--- config.mk ---
export PLATFORM = sky130hd
export DESIGN_NAME = boot_info_usable_memory_sum_flat
export DESIGN_NICKNAME = d
export VERILOG_FILES = /design/src/rtl/bium_pkg.sv /design/src/rtl/bium_if.sv /design/src/rtl/bium_front.sv /design/src/rtl/bium_fifo.sv /design/src/rtl/bium_back.sv /design/src/rtl/boot_info_usable_memory_sum.sv /design/src/flat_wrapper.sv
export SDC_FILE = /design/constraint.sdc
export NUM_CORES = 2
export LEC_CHECK = 0
export ABC_AREA = 1
export BUFFER_PORTS_ARGS = -buffer_cell sky130_fd_sc_hd__buf_2
export CAP_MARGIN = 5
export CORE_MARGIN = 3
export CORE_UTILIZATION = 40
export CTS_CLUSTER_SIZE = 25
export DETAILED_ROUTE_END_ITERATION = 12
export GPL_ROUTABILITY_DRIVEN = 1
export PLACE_DENSITY = 0.65
export SYNTH_ARGS = -nofsm -noshare
export SYNTH_HDL_FRONTEND = slang
export SYNTH_SLANG_ARGS = --single-unit
--- constraint.sdc ---
create_clock -name clk -period 24.4 [get_ports clk]
set_clock_uncertainty 0.1 [all_clocks]
set_input_delay 2.44 -clock clk [delete_from_list [all_inputs] [get_ports clk]]
set_output_delay 2.44 -clock clk [all_outputs]
set_load 0.005 [all_outputs]
--- src/rtl/bium_pkg.sv ---
// ----------------------------------------------------------------------------
// bium_pkg: shared types and constants for the usable memory summer
// Field widths, tag and status codes, and the queue word between the
// front and back ends.
// ----------------------------------------------------------------------------
package bium_pkg;

  localparam int WORD_W   = 32;
  localparam int SUM_W    = 64;
  localparam int STATUS_W = 2;
  localparam int LANES    = WORD_W / 8;

  // Tag types and layout
  localparam logic [WORD_W-1:0] TAG_END     = 32'd0;
  localparam logic [WORD_W-1:0] TAG_MMAP    = 32'd6;
  localparam logic [WORD_W-1:0] MIN_SIZE    = 32'd8;
  localparam logic [WORD_W-1:0] MIN_FIRST   = 32'd16;
  localparam logic [WORD_W-1:0] MIN_STRIDE  = 32'd20;
  localparam logic [WORD_W-1:0] MAP_HDR     = 32'd16;

  // Result status codes
  localparam logic [STATUS_W-1:0] ST_END_TAG     = 2'd0;
  localparam logic [STATUS_W-1:0] ST_SMALL_TOTAL = 2'd1;
  localparam logic [STATUS_W-1:0] ST_SMALL_TAG   = 2'd2;
  localparam logic [STATUS_W-1:0] ST_EXHAUSTED   = 2'd3;

  // Queue between front and back end
  localparam int QDEPTH = 4;
  localparam int QPTR_W = $clog2(QDEPTH);
  localparam int QCNT_W = QPTR_W + 1;

  // One queued word. For a setup word, word carries the entry size and
  // offset carries the tag length.
  typedef struct packed {
    logic                clr;
    logic                setup;
    logic                ent;
    logic                fin;
    logic [STATUS_W-1:0] status;
    logic [WORD_W-1:0]   word;
    logic [WORD_W-1:0]   offset;
    logic [WORD_W-1:0]   size;
  } pkt_t;

  typedef struct packed {
    logic full;
    logic empty;
  } q_stat_t;

endpackage

--- src/rtl/bium_if.sv ---
// ----------------------------------------------------------------------------
// bium_if: stream channels of the usable memory summer
// Input word channel and result channel, valid/ready handshake.
// ----------------------------------------------------------------------------
interface bium_in_if;
  import bium_pkg::*;

  logic              valid;
  logic              ready;
  logic [WORD_W-1:0] word;
  logic              start_req;

  modport source (output valid, word, start_req, input ready);
  modport sink   (input valid, word, start_req, output ready);
endinterface

interface bium_out_if;
  import bium_pkg::*;

  logic                valid;
  logic                ready;
  logic [SUM_W-1:0]    sum_bytes;
  logic [WORD_W-1:0]   usable_mib;
  logic [WORD_W-1:0]   block_size;
  logic [STATUS_W-1:0] status;

  modport source (output valid, sum_bytes, usable_mib, block_size, status,
                  input ready);
  modport sink   (input valid, sum_bytes, usable_mib, block_size, status,
                  output ready);
endinterface

--- src/rtl/bium_front.sv ---
// ----------------------------------------------------------------------------
// bium_front: tag walker
// Tracks the block header and tag boundaries, decides when the parse ends
// and queues the words that the entry walker needs.
// ----------------------------------------------------------------------------
module bium_front (
  input  logic             clk,
  input  logic             rst_n,
  bium_in_if.sink          in_chan,
  input  bium_pkg::q_stat_t q_stat,
  output bium_pkg::pkt_t   pkt,
  output logic             pkt_valid
);
  import bium_pkg::*;

  typedef enum logic [3:0] {
    PH_IDLE = 4'b0001,
    PH_RSVD = 4'b0010,
    PH_TAG  = 4'b0100,
    PH_DONE = 4'b1000
  } phase_t;

  phase_t            phase_r, phase_nxt;
  logic [WORD_W-1:0] off_r, off_nxt;
  logic [WORD_W-1:0] size_r, size_nxt;
  logic [WORD_W-1:0] tag_begin_r, tag_begin_nxt;
  logic [WORD_W-1:0] tlen_r, tlen_nxt;
  logic              is_map_r, is_map_nxt;
  logic              stride_ok_r, stride_ok_nxt;
  logic [WORD_W:0]   padded_r, padded_nxt;
  logic              over_r, over_nxt;
  logic [WORD_W-1:0] next_r, next_nxt;

  logic              accept;
  logic [WORD_W-1:0] w;
  logic              end_now;
  logic              over;
  logic [WORD_W-1:0] next_tag;

  assign in_chan.ready = !q_stat.full;
  assign accept        = in_chan.valid && in_chan.ready;
  assign w             = in_chan.word;

  always_comb begin
    phase_nxt     = phase_r;
    off_nxt       = off_r;
    size_nxt      = size_r;
    tag_begin_nxt = tag_begin_r;
    tlen_nxt      = tlen_r;
    is_map_nxt    = is_map_r;
    stride_ok_nxt = stride_ok_r;
    padded_nxt    = padded_r;
    over_nxt      = over_r;
    next_nxt      = next_r;
    end_now       = 1'b0;
    over          = over_r;
    next_tag      = next_r;
    pkt           = '0;
    pkt.word      = w;
    pkt.offset    = off_r;
    pkt.size      = size_r;
    pkt_valid     = 1'b0;

    if (accept) begin
      if (in_chan.start_req) begin
        // restart: clear the sum behind us
        size_nxt   = w;
        off_nxt    = '0;
        is_map_nxt = 1'b0;
        pkt.clr    = 1'b1;
        pkt.size   = w;
        pkt_valid  = 1'b1;
        if (w < MIN_SIZE) begin
          pkt.fin    = 1'b1;
          pkt.status = ST_SMALL_TOTAL;
          phase_nxt  = PH_DONE;
        end else if (w < MIN_FIRST) begin
          pkt.fin    = 1'b1;
          pkt.status = ST_EXHAUSTED;
          phase_nxt  = PH_DONE;
        end else begin
          phase_nxt = PH_RSVD;
        end
      end else begin
        unique case (phase_r)
          PH_RSVD: begin
            tag_begin_nxt = MIN_SIZE;
            off_nxt       = '0;
            phase_nxt     = PH_TAG;
          end
          PH_TAG: begin
            if (off_r == '0) begin
              if (w == TAG_END) begin
                pkt.fin    = 1'b1;
                pkt.status = ST_END_TAG;
                pkt_valid  = 1'b1;
                phase_nxt  = PH_DONE;
              end else begin
                is_map_nxt = (w == TAG_MMAP);
                off_nxt    = 32'd4;
              end
            end else if (off_r == 32'd4 && w < MIN_SIZE) begin
              pkt.fin    = 1'b1;
              pkt.status = ST_SMALL_TAG;
              pkt_valid  = 1'b1;
              phase_nxt  = PH_DONE;
            end else begin
              if (off_r == 32'd4) begin
                // size word: an 8-byte tag ends right here
                tlen_nxt   = w;
                padded_nxt = ({1'b0, w} + 33'd7) & ~33'd7;
                end_now    = (w == MIN_SIZE);
                over       = ({2'b0, tag_begin_r} + 34'd16) > {2'b0, size_r};
                next_tag   = tag_begin_r + MIN_SIZE;
              end else if (off_r == 32'd8) begin
                // entry size word; precompute where this tag lands
                stride_ok_nxt = (w >= MIN_STRIDE);
                over_nxt      = ({2'b0, tag_begin_r} + {1'b0, padded_r} + 34'd8)
                                > {2'b0, size_r};
                next_nxt      = tag_begin_r + padded_r[WORD_W-1:0];
                if (is_map_r) begin
                  pkt.setup  = 1'b1;
                  pkt.offset = tlen_r;
                  pkt_valid  = 1'b1;
                end
              end else begin
                end_now = ({1'b0, off_r} + 33'd4) >= padded_r;
                if (off_r >= MAP_HDR && is_map_r && stride_ok_r) begin
                  pkt.ent   = 1'b1;
                  pkt_valid = 1'b1;
                end
              end
              if (end_now) begin
                if (over) begin
                  pkt.fin    = 1'b1;
                  pkt.status = ST_EXHAUSTED;
                  pkt_valid  = 1'b1;
                  phase_nxt  = PH_DONE;
                end else begin
                  tag_begin_nxt = next_tag;
                  off_nxt       = '0;
                  is_map_nxt    = 1'b0;
                end
              end else begin
                off_nxt = off_r + 32'd4;
              end
            end
          end
          PH_IDLE, PH_DONE: begin
          end
          default: begin
          end
        endcase
      end
    end
  end

  always_ff @(posedge clk) begin
    if (!rst_n) begin
      phase_r <= PH_IDLE;
    end else begin
      phase_r <= phase_nxt;
    end
  end

  always_ff @(posedge clk) begin
    off_r       <= off_nxt;
    size_r      <= size_nxt;
    tag_begin_r <= tag_begin_nxt;
    tlen_r      <= tlen_nxt;
    is_map_r    <= is_map_nxt;
    stride_ok_r <= stride_ok_nxt;
    padded_r    <= padded_nxt;
    over_r      <= over_nxt;
    next_r      <= next_nxt;
  end

endmodule

--- src/rtl/bium_fifo.sv ---
// ----------------------------------------------------------------------------
// bium_fifo: front-to-back queue
// Small first-in first-out buffer of queued words.
// ----------------------------------------------------------------------------
module bium_fifo (
  input  logic              clk,
  input  logic              rst_n,
  input  logic              push_valid,
  input  bium_pkg::pkt_t    push_pkt,
  input  logic              pop,
  output bium_pkg::pkt_t    head,
  output bium_pkg::q_stat_t stat
);
  import bium_pkg::*;

  pkt_t              mem_r [QDEPTH];
  logic [QPTR_W-1:0] wr_ptr_r, wr_ptr_nxt;
  logic [QPTR_W-1:0] rd_ptr_r, rd_ptr_nxt;
  logic [QCNT_W-1:0] cnt_r, cnt_nxt;
  logic              do_push;
  logic              do_pop;

  assign stat.full  = (cnt_r == QCNT_W'(QDEPTH));
  assign stat.empty = (cnt_r == '0);
  assign do_push    = push_valid && !stat.full;
  assign do_pop     = pop && !stat.empty;
  assign head       = mem_r[rd_ptr_r];

  always_comb begin
    wr_ptr_nxt = wr_ptr_r;
    rd_ptr_nxt = rd_ptr_r;
    cnt_nxt    = cnt_r;
    if (do_push) begin
      wr_ptr_nxt = (wr_ptr_r == QPTR_W'(QDEPTH - 1)) ? '0 : wr_ptr_r + 1'b1;
    end
    if (do_pop) begin
      rd_ptr_nxt = (rd_ptr_r == QPTR_W'(QDEPTH - 1)) ? '0 : rd_ptr_r + 1'b1;
    end
    if (do_push && !do_pop) begin
      cnt_nxt = cnt_r + 1'b1;
    end else if (do_pop && !do_push) begin
      cnt_nxt = cnt_r - 1'b1;
    end
  end

  always_ff @(posedge clk) begin
    if (!rst_n) begin
      wr_ptr_r <= '0;
      rd_ptr_r <= '0;
      cnt_r    <= '0;
    end else begin
      wr_ptr_r <= wr_ptr_nxt;
      rd_ptr_r <= rd_ptr_nxt;
      cnt_r    <= cnt_nxt;
    end
  end

  always_ff @(posedge clk) begin
    if (do_push) begin
      mem_r[wr_ptr_r] <= push_pkt;
    end
  end

endmodule

--- src/rtl/bium_back.sv ---
// ----------------------------------------------------------------------------
// bium_back: entry walker and result register
// Gathers entry bytes across word lanes, adds usable lengths and holds
// the result until taken.
// ----------------------------------------------------------------------------
module bium_back (
  input  logic           clk,
  input  logic           rst_n,
  input  bium_pkg::pkt_t head,
  input  logic           head_valid,
  output logic           pop,
  bium_out_if.source     out_chan
);
  import bium_pkg::*;

  logic [WORD_W-1:0]   eb_r, eb_nxt;
  logic [WORD_W-1:0]   stride_r, stride_nxt;
  logic [WORD_W-1:0]   tlen_r, tlen_nxt;
  logic [SUM_W-1:0]    held_r, held_nxt;
  logic                type_r, type_nxt;
  logic [SUM_W-1:0]    sum_r, sum_nxt;
  logic                out_valid_r, out_valid_nxt;
  logic [SUM_W-1:0]    bytes_r, bytes_nxt;
  logic [WORD_W-1:0]   size_r, size_nxt;
  logic [STATUS_W-1:0] status_r, status_nxt;

  logic                fits;
  logic [WORD_W+1:0]   diff;
  logic [WORD_W+1:0]   lane_d [LANES];
  logic [WORD_W:0]     stride_m1;

  assign pop = head_valid && (!head.fin || !out_valid_r || out_chan.ready);

  assign fits      = ({1'b0, eb_r} + {1'b0, stride_r}) <= {1'b0, tlen_r};
  assign diff      = {2'b0, head.offset} - {2'b0, eb_r};
  assign stride_m1 = {1'b0, stride_r} - 33'd1;

  always_comb begin
    for (int i = 0; i < LANES; i++) begin
      lane_d[i] = diff + (WORD_W + 2)'(i);
    end
  end

  always_comb begin
    logic [WORD_W:0] dv;
    logic [7:0]      v;
    logic            t;
    logic            add_en;
    logic            adv;

    eb_nxt        = eb_r;
    stride_nxt    = stride_r;
    tlen_nxt      = tlen_r;
    held_nxt      = held_r;
    type_nxt      = type_r;
    sum_nxt       = sum_r;
    bytes_nxt     = bytes_r;
    size_nxt      = size_r;
    status_nxt    = status_r;
    out_valid_nxt = out_valid_r && !out_chan.ready;
    t             = type_r;
    add_en        = 1'b0;
    adv           = 1'b0;
    dv            = '0;
    v             = '0;

    if (pop) begin
      if (head.clr) begin
        sum_nxt = '0;
      end
      if (head.setup) begin
        eb_nxt     = MAP_HDR;
        stride_nxt = head.word;
        tlen_nxt   = head.offset;
      end
      if (head.ent && fits) begin
        // walk the byte lanes in address order; at most one entry ends here
        for (int i = 0; i < LANES; i++) begin
          dv = lane_d[i][WORD_W:0];
          v  = head.word[8*i +: 8];
          if (!lane_d[i][WORD_W+1]) begin
            if (dv[WORD_W:3] == 30'd1) begin
              held_nxt[8*dv[2:0] +: 8] = v;
            end else if (dv == 33'd16) begin
              t = (v == 8'd1);
            end else if (dv >= 33'd17 && dv <= 33'd19) begin
              t = t && (v == 8'd0);
              if (dv == 33'd19 && t) begin
                add_en = 1'b1;
              end
            end
            if (dv == stride_m1) begin
              adv = 1'b1;
            end
          end
        end
        type_nxt = t;
        if (add_en) begin
          sum_nxt = sum_r + held_r;
        end
        if (adv) begin
          eb_nxt = eb_r + stride_r;
        end
      end
      if (head.fin) begin
        out_valid_nxt = 1'b1;
        bytes_nxt     = sum_nxt;
        size_nxt      = head.size;
        status_nxt    = head.status;
      end
    end
  end

  always_ff @(posedge clk) begin
    if (!rst_n) begin
      out_valid_r <= 1'b0;
      sum_r       <= '0;
    end else begin
      out_valid_r <= out_valid_nxt;
      sum_r       <= sum_nxt;
    end
  end

  always_ff @(posedge clk) begin
    eb_r     <= eb_nxt;
    stride_r <= stride_nxt;
    tlen_r   <= tlen_nxt;
    held_r   <= held_nxt;
    type_r   <= type_nxt;
    bytes_r  <= bytes_nxt;
    size_r   <= size_nxt;
    status_r <= status_nxt;
  end

  assign out_chan.valid      = out_valid_r;
  assign out_chan.sum_bytes  = bytes_r;
  assign out_chan.usable_mib = bytes_r[WORD_W+19:20];
  assign out_chan.block_size = size_r;
  assign out_chan.status     = status_r;

endmodule

--- src/rtl/boot_info_usable_memory_sum.sv ---
// ----------------------------------------------------------------------------
// boot_info_usable_memory_sum: usable memory summer for a boot info block
// Walks the tags of a boot information block word by word and sums the
// lengths of usable memory map entries.
// ----------------------------------------------------------------------------
//
//   channel   direction  carries                                   word
//   in_chan   sink       word[31:0], start_req                     one per cycle unless queue full
//   out_chan  source     sum_bytes, usable_mib, block_size,        one per parse
//                        status
//
// One input word per cycle while the queue has room. The front end walks
// the tag headers and queues only the words that matter to the back end;
// the back end takes one queued word per cycle unless a finishing word waits
// on a full result register, so both halves keep up with one word per cycle.
// The finishing word is registered in the queue, then in the result register.
// Reset is synchronous and active low; it idles the parser and empties the
// four-word queue. When the result register is full and not taken, only a
// finishing word stalls; in_chan.ready drops once the queue fills.
// ----------------------------------------------------------------------------
module boot_info_usable_memory_sum (
  input  logic        clk,
  input  logic        rst_n,
  bium_in_if.sink     in_chan,
  bium_out_if.source  out_chan
);
  import bium_pkg::*;

  pkt_t    q_push_pkt;
  logic    q_push;
  pkt_t    q_head;
  q_stat_t q_stat;
  logic    back_pop;

  // Front end: classify words, decide the end of a parse
  bium_front u_front (
    .clk       (clk),
    .rst_n     (rst_n),
    .in_chan   (in_chan),
    .q_stat    (q_stat),
    .pkt       (q_push_pkt),
    .pkt_valid (q_push)
  );

  // Decouple the two halves so each can stall on its own
  bium_fifo u_fifo (
    .clk        (clk),
    .rst_n      (rst_n),
    .push_valid (q_push),
    .push_pkt   (q_push_pkt),
    .pop        (back_pop),
    .head       (q_head),
    .stat       (q_stat)
  );

  // Back end: gather entries, add usable lengths, hold the result
  bium_back u_back (
    .clk        (clk),
    .rst_n      (rst_n),
    .head       (q_head),
    .head_valid (!q_stat.empty),
    .pop        (back_pop),
    .out_chan   (out_chan)
  );

`ifndef NO_ASSERTIONS
  // The front end never queues a word into a full queue
  a_no_overflow: assert property (@(posedge clk) disable iff (!rst_n)
    q_push |-> !q_stat.full)
    else $error("queue overflow");

  // A new result only follows a finishing word taken by the back end
  a_result_source: assert property (@(posedge clk) disable iff (!rst_n)
    $rose(out_chan.valid) |-> $past(back_pop && q_head.fin))
    else $error("result without finishing word");

  // A total size below the minimum reports an empty sum
  a_small_total_zero: assert property (@(posedge clk) disable iff (!rst_n)
    (out_chan.valid && out_chan.status == ST_SMALL_TOTAL)
      |-> (out_chan.sum_bytes == '0))
    else $error("nonzero sum for undersized block");
`endif

endmodule

--- src/flat_wrapper.sv ---
// flat-port wrapper written by rule: the top's interface ports become plain ports
module boot_info_usable_memory_sum_flat import bium_pkg::*;
  (clk, rst_n, in_chan_valid, in_chan_word, in_chan_start_req, in_chan_ready, out_chan_valid, out_chan_sum_bytes, out_chan_usable_mib, out_chan_block_size, out_chan_status, out_chan_ready);
  bium_in_if in_chan_i ();
  bium_out_if out_chan_i ();
  input  logic clk;
  input  logic rst_n;
  input wire logic [$bits(in_chan_i.valid)-1:0] in_chan_valid;
  input wire logic [$bits(in_chan_i.word)-1:0] in_chan_word;
  input wire logic [$bits(in_chan_i.start_req)-1:0] in_chan_start_req;
  output wire logic [$bits(in_chan_i.ready)-1:0] in_chan_ready;
  output wire logic [$bits(out_chan_i.valid)-1:0] out_chan_valid;
  output wire logic [$bits(out_chan_i.sum_bytes)-1:0] out_chan_sum_bytes;
  output wire logic [$bits(out_chan_i.usable_mib)-1:0] out_chan_usable_mib;
  output wire logic [$bits(out_chan_i.block_size)-1:0] out_chan_block_size;
  output wire logic [$bits(out_chan_i.status)-1:0] out_chan_status;
  input wire logic [$bits(out_chan_i.ready)-1:0] out_chan_ready;
  assign in_chan_i.valid = in_chan_valid;
  assign in_chan_i.word = in_chan_word;
  assign in_chan_i.start_req = in_chan_start_req;
  assign in_chan_ready = in_chan_i.ready;
  assign out_chan_valid = out_chan_i.valid;
  assign out_chan_sum_bytes = out_chan_i.sum_bytes;
  assign out_chan_usable_mib = out_chan_i.usable_mib;
  assign out_chan_block_size = out_chan_i.block_size;
  assign out_chan_status = out_chan_i.status;
  assign out_chan_i.ready = out_chan_ready;
  boot_info_usable_memory_sum u_core (.clk(clk), .rst_n(rst_n), .in_chan(in_chan_i), .out_chan(out_chan_i));
endmodule
# Yosys cells after proc, flatten, opt, wreduce, memory -nomap -nowiden
# Memories as Yosys holds them, arrays and structs flattened. A register that Yosys moved wholly into a read port is not among the register bits.
# Index checks and enable logic that the tools add are counted.
# totals
reg_bits	528
latchBits	0
ram_bits	408
mem_bits_ro	0
input_bits	37
out_inout_bits	132
elab_cells	337
memories	1
# op_classes
addsub	24
mul	0
div	0
magnitude_cmp	16
n_eq_ne	42
n_shift	8
n_mux	166
bitwise_logic	4
n_reduce_logical	53
# mem_list
name	words	width	read_ports	rd_ports_with_merged_regs	write_ports	line	text
u_core.u_fifo.mem_r	4	102	1	1	1	bium_fifo.sv:16	pkt_t mem_r [QDEPTH];
# ops
cell	n
two-way mux 64 bit	18
two-way mux 32 bit	21
== test 33 x 5 -> 1 bit, second input constant	8
bitwise mux 64 bit	4
variable shift 8 x 34 -> 64 bit, first input constant	4
variable part select 8 x 34 -> 64 bit	4
negation 6 -> 34 bit	4
== test 33 bit	4
>= comparator 33 x 5 -> 1 bit, second input constant	4
<= comparator 33 x 5 -> 1 bit, second input constant	4
case mux 32 bit (2 select lines)	2
== test 30 x 1 -> 1 bit, second input constant	4
two-way mux 1 bit	92
adder 33 x 3 -> 34 bit, second input constant	2
adder 32 x 3 -> 33 bit, second input constant	2
adder 32 bit	2
adder 64 bit	1
== test 32 x 3 -> 1 bit, second input constant	2
== test 32 x 4 -> 1 bit, second input constant	2
>= comparator 32 x 5 -> 1 bit, second input constant	2
zero test 32 bit	2
adder 32 x 33 -> 34 bit	1
adder 33 x 2 -> 34 bit, second input constant	1
adder 34 x 4 -> 34 bit, second input constant	1
other kinds (42)	122

# Depth between registers and ports, before layout
# depth
depth_word	34
ltp_mapped	51
mapped_depth_nobuf	42

# Hierarchy
# Synthesis repeated with hierarchy kept, for this count alone.
# unflattened
hier_cells	7658
hier_area_um2	63809.9
# by_module_without_submodules
module	n_inst	cells_per_inst	area_per_inst_um2	seq_area_each_um2
bium_back	1	4537	31590.3	9078.7
bium_front	1	2062	16647.2	5875.6
bium_fifo	1	1058	15568.7	12431.9
boot_info_usable_memory_sum	1	1	3.8	0.0

# Least setup slack after synthesis
# No wires, ideal clock.
# synth_path
path_type	flip-flop to flip-flop
from	register u_core.u_front.off_r[2]
to	memory u_core.u_fifo.mem_r[0][0] (netlist bit), enable pin
setup_ns	0.564
t_arrival_ns	8.774
t_required_ns	23.736
setup_slack_ns	14.962
path_stages_with_launch	36
path_buffers	0
period_less_slack_ns	9.438
path_cell_list	edfxtp_1 inv_1 nor3_1 inv_1 nor3_1 inv_1 nor2_1 inv_1 nor3_1 nand2_1 nor4_1 nand4_1 nor2_1 inv_1 nor3_1 inv_1 nor2_1 inv_1 nor2_1 inv_1 nor4_1 nand3_1 xor2_1 ha_1 nand4_1 nor4_1 nand4_1 o2111ai_1 nand3_1 nand2_1 nand2_1 nand4_1 nand4_1 o21ai_0 inv_1 nor2_1
# synth_between
elab_chain_len	18
elab_cells_between_ends	35
cone_classes	1 x add/sub; 2 x order compare; 2 x eq/ne; 25 x mux; 5 x reduce/logical
# synth_rtl
element	line	text
from (decl)	bium_front.sv:24	logic [WORD_W-1:0] off_r, off_nxt;
from (signal assigned)	bium_front.sv:167	off_r <= off_nxt;
adder 32 x 3 -> 33 bit	bium_front.sv:127	end_now = ({1'b0, off_r} + 33'd4) >= padded_r;
>= comparator 33 bit	bium_front.sv:127	
two-way mux 1 bit	bium_front.sv:115	end else if (off_r == 32'd8) begin
two-way mux 1 bit	bium_front.sv:108	if (off_r == 32'd4) begin
two-way mux 1 bit	bium_front.sv:102	end else if (off_r == 32'd4 && w < MIN_SIZE) begin
two-way mux 1 bit	bium_front.sv:92	if (off_r == '0) begin
two-way mux 1 bit	bium_front.sv:85	unique case (phase_r)
two-way mux 1 bit	bium_front.sv:65	if (in_chan.start_req) begin
(+3 left out)	--	
two-way mux 1 bit (*)	bium_front.sv:92	
two-way mux 1 bit (*)	bium_front.sv:85	
two-way mux 1 bit (*)	bium_front.sv:65	
two-way mux 1 bit (*)	bium_front.sv:64	if (accept) begin
logical AND 1 bit (*)	bium_fifo.sv:25	assign do_push = push_valid && !stat.full;
named net u_core.u_fifo.do_push	bium_fifo.sv:20	logic do_push;
two-way mux 1 bit (*)	bium_fifo.sv:59	if (do_push) begin
two-way mux 1 bit (implied by the code) (*)	bium_fifo.sv:60	mem_r[wr_ptr_r] <= push_pkt;
to (decl)	bium_fifo.sv:16	
# The timed path passes the listed nets; every way through them passes the cells marked *. The select of a mux whose other input is x is not followed.

==> metrics.cfg <==
[timing]
drv_slew=0
slew_headroom_pct=13.67
fin_crit_ns=9.242
rsz0062_at_grt=no
worst_pin_slew_ns=1.290
setup-violations-final=0
fin_crit_sh_pct=37.88
tns_ns=0
hold_viol_final=0
max_clock_freq_mhz=108.2

[final_layout]
nFillCells=15200
final_cells=9876
drive_above_1_share_pct=7.895
register_area_um2=27390
final_cell_mix=1701 x nand2_1, 953 x inv_1, 860 x edfxtp_1
area_growth_pct=9.691
layout_commonest_cell=nand2_1
fin_nets=8150
multi_input_area_um2=30520

[critical_path]
cp_slowest_cell=buf_4
reg2reg_depth=33
critPathMaxFanout=107
r2r_end=u_core.u_back.out_chan.sum_bytes[9]
cpPeakStageDelay_ns=0.91
cp_data_arrival_time_ns=9.61
path_class=flip-flop to flip-flop
end_kind=flip-flop
cp-start-kind=flip-flop
crit_path_frequent_cell=nand2_1
worstPathRequired_ns=24.77
r2r_slack_ns=15.16

[yosys]
synthCells=7659
async_reset_ff_share_pct=0
synth.cell_area_um2=62620
synth_seq_cells=938
seq_area_frac_synth_pct=43.73
synth_nets=8066
synth_edf_count=860
synth_top_flop_cell=edfxtp_1
avgSynthCellArea_um2=8.176
ys_warn_count=0
yosysUniqueCellTypes=69

[die]
num_io_pins=169
die_x_um=401.7
dieArea_um2=161300
core_area_um2=154800
die_h_um=401.7
start_util_pct=40.46
rows=144

[run]
maxCapViolCount=0

[hold_path]
min_to=u_core.u_front.next_r[0]
hp-class=flip-flop to flip-flop
holdPathStages=0
min_from=u_core.u_front.tag_begin_r[0]

[clocking]
clk_pin_slew_ns=0.07
cts_setup_buffers=0
numCtsBuffers=98
ctsLongestPathBuffers=3
clk-insertion-delay-late_ns=0.74
cts_root_buf=clkbuf_16
ctsResizeCount=0
htree_levels=3
cts_tree=built
clkSinkCount=938
hold_buffers=0

[global_route]
grt_max_degree=108
antenna_found_initial=10
track_usage_pct=27.89
grt_pass1_wl_mm=341.5
overflow=0
grt_pass1_vias=52620

[routing]
wl_met3_mm=17.28
drt-met1-wl_mm=97.48
dr.pass1.iters=9
vias=55680
postRouteAntennaNets=0
dr.max_layer_used=met5
dr.first_iter.drc_count=5695
wl_mm=231.0
wire_per_inst_um=23.39
vias_per_cell=5.638
dr_wl_met2_mm=104.9
drc=0

[place]
routabilityCongestion=1.036
dp_hpwl_mm=177.6
place_inst=9686
portBuffers=168

[run_status]
outcome=completed

[final cells by class]
cell class	instances	area share, %
Antenna cell	4	0.01457
Clock buffer	119	3.729
Clock inverter	66	0.9618
Inverter	996	5.461
Multi-Input combinational cell	5489	44.44
Sequential cell	938	39.88
Tap cell	2044	3.723
Timing Repair Buffer	220	1.789
[flip-flops by register name, summed over array words and instances, names as in the netlist, 2 cells and up, named ones only]
name                               count
u_core.u_fifo.mem_r                  408
u_core.u_back.held_r                  64
u_core.u_back.out_chan.sum_bytes      64
u_core.u_back.sum_r                   64
u_core.u_back.eb_r                    32
u_core.u_back.out_chan.block_size     32
u_core.u_back.stride_r                32
u_core.u_back.tlen_r                  32
u_core.u_front.next_r                 32
u_core.u_front.off_r                  32
u_core.u_front.size_r                 32
u_core.u_front.tag_begin_r            32
u_core.u_front.tlen_r                 32
u_core.u_front.padded_r               30
u_core.u_front.phase_r                 4
u_core.u_fifo.cnt_r                    3
u_core.u_back.out_chan.status          2
u_core.u_fifo.rd_ptr_r                 2
u_core.u_fifo.wr_ptr_r                 2
[cell families after synthesis]
| logic type | count (synthesis) | share of synthesized area (%) |
|---|---|---|
| buffers and inverters | 1232 | 7.731 |
| xor gates and xnor gates | 351 | 4.921 |
| DFF | 938 | 43.73 |
| adders and majority gates | 370 | 7.777 |
| AOI/OAI and AO/OA | 1289 | 11.57 |
| and+or+nand+nor | 3479 | 24.26 |
[routing by layer]
metal | vias to the layer above | GRT usage (%)
met5 | - | 0
met4 | 4 | 12.60
met3 | 465 | 4.001
met2 | 2346 | 44.41
met1 | 26830 | 37.65
li1 | 26040 | -
[synthesized netlist by cell type (all sizes together) (117+ instances only)]
| cell | number | area [µm²] |
|---|---|---|
| ha | 338 | 4229 |
| nand4 | 132 | 825.8 |
| nor2 | 876 | 3541 |
| clkbuf | 162 | 608.1 |
| inv | 986 | 3701 |
| o21ai | 505 | 2527 |
| nor3 | 117 | 626.9 |
| xor2 | 266 | 2337 |
| nand2 | 1760 | 6774 |
| a21oi | 438 | 2192 |
| nand3 | 493 | 2765 |
| edfxtp | 860 | 25820 |
[through the flow]
step	setup WS [ns]	util, %	hold WS [ns]	area (µm²)
2_1_floorplan	14.96	-	0.3198	62620
3_3_place_gp	15.27	42.29	0.3351	65450
3_5_place_dp	15.35	42.29	0.3419	65450
4_1_cts	15.32	44.37	0.3497	68670
5_1_grt	14.68	44.38	0.3718	68680
6_report	15.16	44.38	0.3546	68690
[critical path: cells and delay by family, from the launching register on]
family          cells  cell delay [ns]
simple gates       23             3.96
compound gates      3             1.21
fa+ha+maj           1             0.40
buf+inv             6             2.64
flops               1             0.52
[worst max-delay path by stage]
stage / start / to / slack, ns / depth (start not counted)
final: flip-flop / u_core.u_back.out_chan.sum_bytes[9] / 15.16 / 33
after global routing: flip-flop / u_core.u_back.out_chan.sum_bytes[9] / 14.68 / 28
after CTS: flip-flop / u_core.u_back.out_chan.sum_bytes[9] / 15.32 / 28
after detailed placement: flip-flop / u_core.u_back.out_chan.sum_bytes[17] / 15.35 / 28
after global placement: flip-flop / u_core.u_back.out_chan.sum_bytes[9] / 15.27 / 28
after floorplan: u_core.u_front.off_r[2] / u_core.u_fifo.mem_r[0][0] / 14.96 / 35
Power is left out: the tool's default activity adds up to more than one toggle a clock period on the data nets, which glitch-free logic cannot reach.
